**config.mk**
```make
export PLATFORM = sky130hd
export DESIGN_NAME = hme_ctrl
export DESIGN_NICKNAME = d
export VERILOG_FILES = /design/src/sv/hme_pkg.sv /design/src/sv/hme_ctrl.sv
export SDC_FILE = /design/constraint.sdc
export NUM_CORES = 1
export LEC_CHECK = 0
export CAP_MARGIN = 20
export CORE_AREA = 2 2 39 41
export CTS_CLUSTER_DIAMETER = 50
export DETAILED_ROUTE_END_ITERATION = 16
export DIE_AREA = 0 0 41 43
export DONT_BUFFER_PORTS = 1
export GPL_TIMING_DRIVEN = 0
export SETUP_SLACK_MARGIN = 0.05
export SYNTH_ARGS = -nofsm -noshare
export SYNTH_HDL_FRONTEND = slang
export SYNTH_SLANG_ARGS = --single-unit
export TNS_END_PERCENT = 20
```
**constraint.sdc**
```tcl
create_clock -name aclk -period 1 [get_ports aclk]
set_input_delay 0 -clock aclk [delete_from_list [all_inputs] [get_ports aclk]]
set_output_delay 0 -clock aclk [all_outputs]
set_load 0.05 [all_outputs]
```
**src/sv/hme_pkg.sv**
```systemverilog
// shared types and constants for the hash map engine
`timescale 1ns / 1ps
package hme_pkg;
    localparam int BucketCount = 769;
    localparam int SlotsPerBucket = 4;
    localparam int RowAw = $clog2(BucketCount);
    localparam int KeyW = 31;
    localparam int ValW = 32;
    localparam int SlotW = 1 + KeyW + ValW;
    localparam int RowW = SlotsPerBucket * SlotW;
    localparam int SlotIw = (SlotsPerBucket > 1) ? $clog2(SlotsPerBucket) : 1;
    // reciprocal for key / BucketCount, exact for 31-bit keys
    localparam int RecipShift = 31 + RowAw;
    localparam int RecipW = 32;
    localparam logic [RecipW-1:0] RecipMul =
        RecipW'(((64'd1 << RecipShift) + 64'(BucketCount) - 64'd1) / 64'(BucketCount));

    localparam logic [1:0] MODE_PUT = 2'd0;
    localparam logic [1:0] MODE_GET = 2'd1;
    localparam logic [1:0] MODE_REMOVE = 2'd2;
    localparam logic [1:0] MODE_UNUSED = 2'd3;

    typedef struct packed {
        logic load;     // capture request, compute bucket
        logic rd;       // issue row read
        logic eval;     // compare row, write back, register result
    } hme_cmd_t;

    typedef struct packed {
        logic clear_done;
    } hme_sts_t;
endpackage

```
**src/sv/hme_ctrl.sv**
```systemverilog
// request sequencer for the hash map engine
`timescale 1ns / 1ps
module hme_ctrl import hme_pkg::*; (
    input  logic     aclk,
    input  logic     aresetn,
    input  hme_sts_t sts,
    input  logic     s_tvalid,
    output logic     s_tready,
    output logic     m_tvalid,
    input  logic     m_tready,
    output hme_cmd_t cmd
);
    typedef enum logic [2:0] {
        ST_IDLE = 3'b001,
        ST_READ = 3'b010,
        ST_EVAL = 3'b100
    } state_t;
    state_t state_reg, state_next;
    logic   mvalid_reg, mvalid_next;

    // a new request may enter while the previous result waits; it is then
    // held in eval until that result leaves
    assign s_tready = state_reg == ST_IDLE && sts.clear_done;
    assign m_tvalid = mvalid_reg;

    always_comb begin
        state_next = state_reg;
        mvalid_next = mvalid_reg && !m_tready;
        cmd = '0;
        case (state_reg)
            ST_IDLE: if (s_tvalid && s_tready) begin
                cmd.load = 1'b1;
                state_next = ST_READ;
            end
            ST_READ: begin
                cmd.rd = 1'b1;
                state_next = ST_EVAL;
            end
            ST_EVAL: if (!mvalid_reg || m_tready) begin
                cmd.eval = 1'b1;
                mvalid_next = 1'b1;
                state_next = ST_IDLE;
            end
            default: state_next = ST_IDLE;
        endcase
    end

    always_ff @(posedge aclk) begin
        if (!aresetn) begin
            state_reg <= ST_IDLE;
            mvalid_reg <= 1'b0;
        end else begin
            state_reg <= state_next;
            mvalid_reg <= mvalid_next;
        end
    end
endmodule

```
Yosys cells after proc, flatten, opt, wreduce, memory -nomap -nowiden

Index checks and enable logic that the tools add are counted.

Reductions and logical operators: 7
Muxes and demuxes: 10
Equality and inequality tests: 5

Operators by type and width:

| kind                 | count |
|---|---|
| $pmux W3 S3          | 1 |
| $mux W1              | 7 |
| $mux W3              | 2 |
| $eq A3 B1 Y1 const B | 1 |
| $eq A3 B2 Y1 const B | 1 |
| $eq A3 B3 Y1 const B | 1 |
| $logic_and A1 B1 Y1  | 3 |
| $logic_not A1 Y1     | 2 |
| $ne A2 B1 Y1 const B | 1 |
| $ne A2 B2 Y1 const B | 1 |
| $reduce_and A2 Y1    | 1 |
| $logic_or A1 B1 Y1   | 1 |

Flip-flop bits (word level): 4
Input bits: 5
Logic and storage cells: 24
Output and inout bits: 5

Depth between registers and ports, before layout

Depth after elaboration: 5
Gate-level depth with buffers: 3
Gate-level depth less buffers: 3

Worst setup path before layout

No wires, ideal clock.

Kind: reg-to-output
From: register state_reg[0]
To: output cmd[2] (netlist name)
Arrival time: 1.540 ns
Stages on the path, launching flop included: 4
Slack: -0.540 ns
Cell sequence: dfxtp_1 -> nand2_2 -> nor3_2 -> and2_2

RTL lines:

| what                   | RTL line       | RTL |
|---|---|---|
| from (decl)            | hme_ctrl.sv:18 | `state_t state_reg, state_next;` |
| from (signal assigned) | hme_ctrl.sv:53 | `state_reg <= state_next;` |
| to (decl)              | hme_ctrl.sv:11 | `output hme_cmd_t cmd` |

==> impl_metrics.json <==
{
  "status": "finished with violations",
  "violations": "setup timing",
  "drt_wl_total_um": 509,
  "required_ns": 1.00,
  "insertion_delay_ns": 0.23,
  "startpoint_type": "flip-flop",
  "vdd_drop_max_uv": 456,
  "combPwrFrac_pct": 15.1,
  "whs_path_depth": 3,
  "crit_path_max_incr_delay_ns": 0.53,
  "die_height_um": 43,
  "synthesis.nets": 28,
  "gp_routability_congestion": 0.658,
  "setup_tns_ns": -1.30,
  "fin_crit_sh_pct": 145,
  "fp-row-count": 14,
  "cts_buffer_depth": 2,
  "ys_seq_elements": 4,
  "drtIter0Drc": 0,
  "largest_reg_flops": 3,
  "cp_max_fo": 3,
  "leakage_nw": 0.134,
  "port_buffers": 0,
  "cp_num_cells": 2,
  "min_path_type": "input pin to flip-flop",
  "areaGrowthSynthToFinish_pct": 55.7,
  "syn-cell-area_um2": 218,
  "drt-vias-per-instance": 4.09,
  "track_usage_pct": 8.85,
  "yosys.cell_types.count": 17,
  "wl_per_cell_um": 10.8,
  "num_io_pins": 10,
  "cts_max_level": 1,
  "p_int_uw": 319,
  "finalHoldViolCount": 0,
  "crit_family": "simple AND/OR/NAND/NOR gates",
  "gr-total-overflow": 0,
  "worst-path-buf-inv": 0,
  "drc": 0,
  "worstMarginPinSlew_ns": 0.594,
  "critPathSlowestCell": "nor3_4",
  "nFillCells": 162,
  "grt_max_degree": 7,
  "core_area_um2": 1380,
  "finalSetupViolCount": 6,
  "pwr-share-seq_pct": 38.1,
  "cts_tree": "done",
  "fmax_ghz": 0.691,
  "first_pass_iters": 1,
  "final_util_pct": 24.5,
  "numCtsBuffers": 3,
  "path_cells": "nor3_4 -> and2_4",
  "first_global_vias": 237,
  "arrival_ns": 1.45,
  "preCtsSetupSlack_ns": -0.334,
  "fp.dieArea_um2": 1760,
  "crit_type": "flip-flop to output pin",
  "mostFrequentLayoutCells": "clkbuf_4 (3), dfxtp_4 (3), buf_4 (3)",
  "antenna_found_initial": 0,
  "cap_viol_max_count": 0,
  "r2r_cells": 2,
  "final_cells": 47,
  "pwr-share-clk_pct": 46.9,
  "yosysSeqAreaShare_pct": 36.8,
  "clk_pin_slew_ns": 0.04,
  "period_minus_slack_ns": 1.45,
  "dp_cells": 39,
  "rsz0062_at_grt": "true",
  "power_density_nw_per_um2": 1260,
  "drive_gt1_share_pct": 61.3,
  "ant_nets": 0,
  "num_vias": 192,
  "start_util_pct": 15.7,
  "end_kind": "output pin",
  "avgSynthCellArea_um2": 9.47,
  "grt_first_pass_wirelength_um": 979,
  "diodes": 0,
  "synth_cells": 23,
  "ys_warn_count": 0,
  "slew_headroom_pct": 60.3,
  "clk_root_buffer_cell": "clkbuf_4",
  "switching_share_pct": 25.6,
  "fin_nets": 38,
  "drv_slew": 0,
  "net-switching-power_uw": 110,
  "setup_ws_ns": -0.447,
  "final.setup_skew_ns": 0.00148,
  "cts_sinks": 4,
  "die_x_um": 41
}
## stage by stage
step           area (um^2)  hold WS, ns  power (mW)
5_1_grt                339       0.0623       0.456
4_1_cts                339       0.0564       0.442
3_3_place_gp           249       0.0828       0.223
6_report               339       0.0663       0.429
2_1_floorplan          229       0.0799       0.219
3_5_place_dp           249       0.0857       0.223
## path summary, 6_finish.rpt
kind / startpoint / end / slack, ns
max: state_reg[2]$_SDFFE_PN0P_ / cmd[2] / -0.45
min: s_tvalid / state_reg[0]$_SDFFE_PN1P_ / 0.07
max reg2reg: state_reg[2]$_SDFFE_PN0P_ / state_reg[1]$_SDFFE_PN0P_ / -0.17
min reg2reg: state_reg[1]$_SDFFE_PN0P_ / state_reg[0]$_SDFFE_PN1P_ / 0.63
## per-layer routing
| metal | track usage [%] | wire, um | vias up |
|---|---|---|---|
| met4 | 10.0 | 0 | 0 |
| met3 | 3.14 | 27 | 0 |
| met2 | 11.9 | 301 | 5 |
| li1 | - | - | 96 |
| met1 | 9.39 | 180 | 91 |
| met5 | 0 | 0 | - |
## power by group through the flow
stage          sequential (mW)  clock (mW)  combinational, mW
2_1_floorplan            0.173           0             0.0463
3_3_place_gp             0.174           0             0.0487
3_5_place_dp             0.174           0             0.0493
4_1_cts                  0.163       0.214             0.0653
5_1_grt                  0.164       0.224             0.0684
6_report                 0.163       0.201             0.0647
## worst register-to-register path, cell delays in order, from the launching register on
cell and delay [ns]:
dfxtp_4 0.34, nor3_4 0.53, and3_1 0.24
## kinds of logic after synthesis
kind of cell	count (synthesis)	synth area share [%]
simple gates	14	49.4
compound gates	4	10.3
buf+inv	1	3.45
flops	4	36.8
## repair_timing
item / 4_1_cts / 5_1_grt
hold endpoints to repair: 4 / 0
setup buffers: 3 / 0
pin swaps: 3 / 1
cloned: 0 / 0
hold buffers: 2 / 0
endpoints found under the setup margin: 8 / 8
resized for setup: 10 / 0
## synth_stat cells (all sizes together)
cell	count	share of area, %
dfxtp	4	37
and2b	3	11
a21oi	2	4.6
and2	2	6.3
nor2b	2	5.7
nor3b	2	9.2
and3	1	2.9
buf	1	3.4
nand2	1	2.9
nand2b	1	2.9
nand4b	1	4.0
nor3	1	4.6
o21a	1	3.4
o21ai	1	2.3
## final cells by class
class                   instances  area [um^2]  share of cell area, %
multi-input cells              18          150                   44.3
well taps                      16         20.0                   5.90
plain buffers                   1         11.3                   3.32
flip-flops and latches          4         92.6                   27.3
clock buffers                   3         22.5                   6.64
repair buffers                  5         42.5                   12.5
No activity file was read; power rests on OpenSTA's default activity.
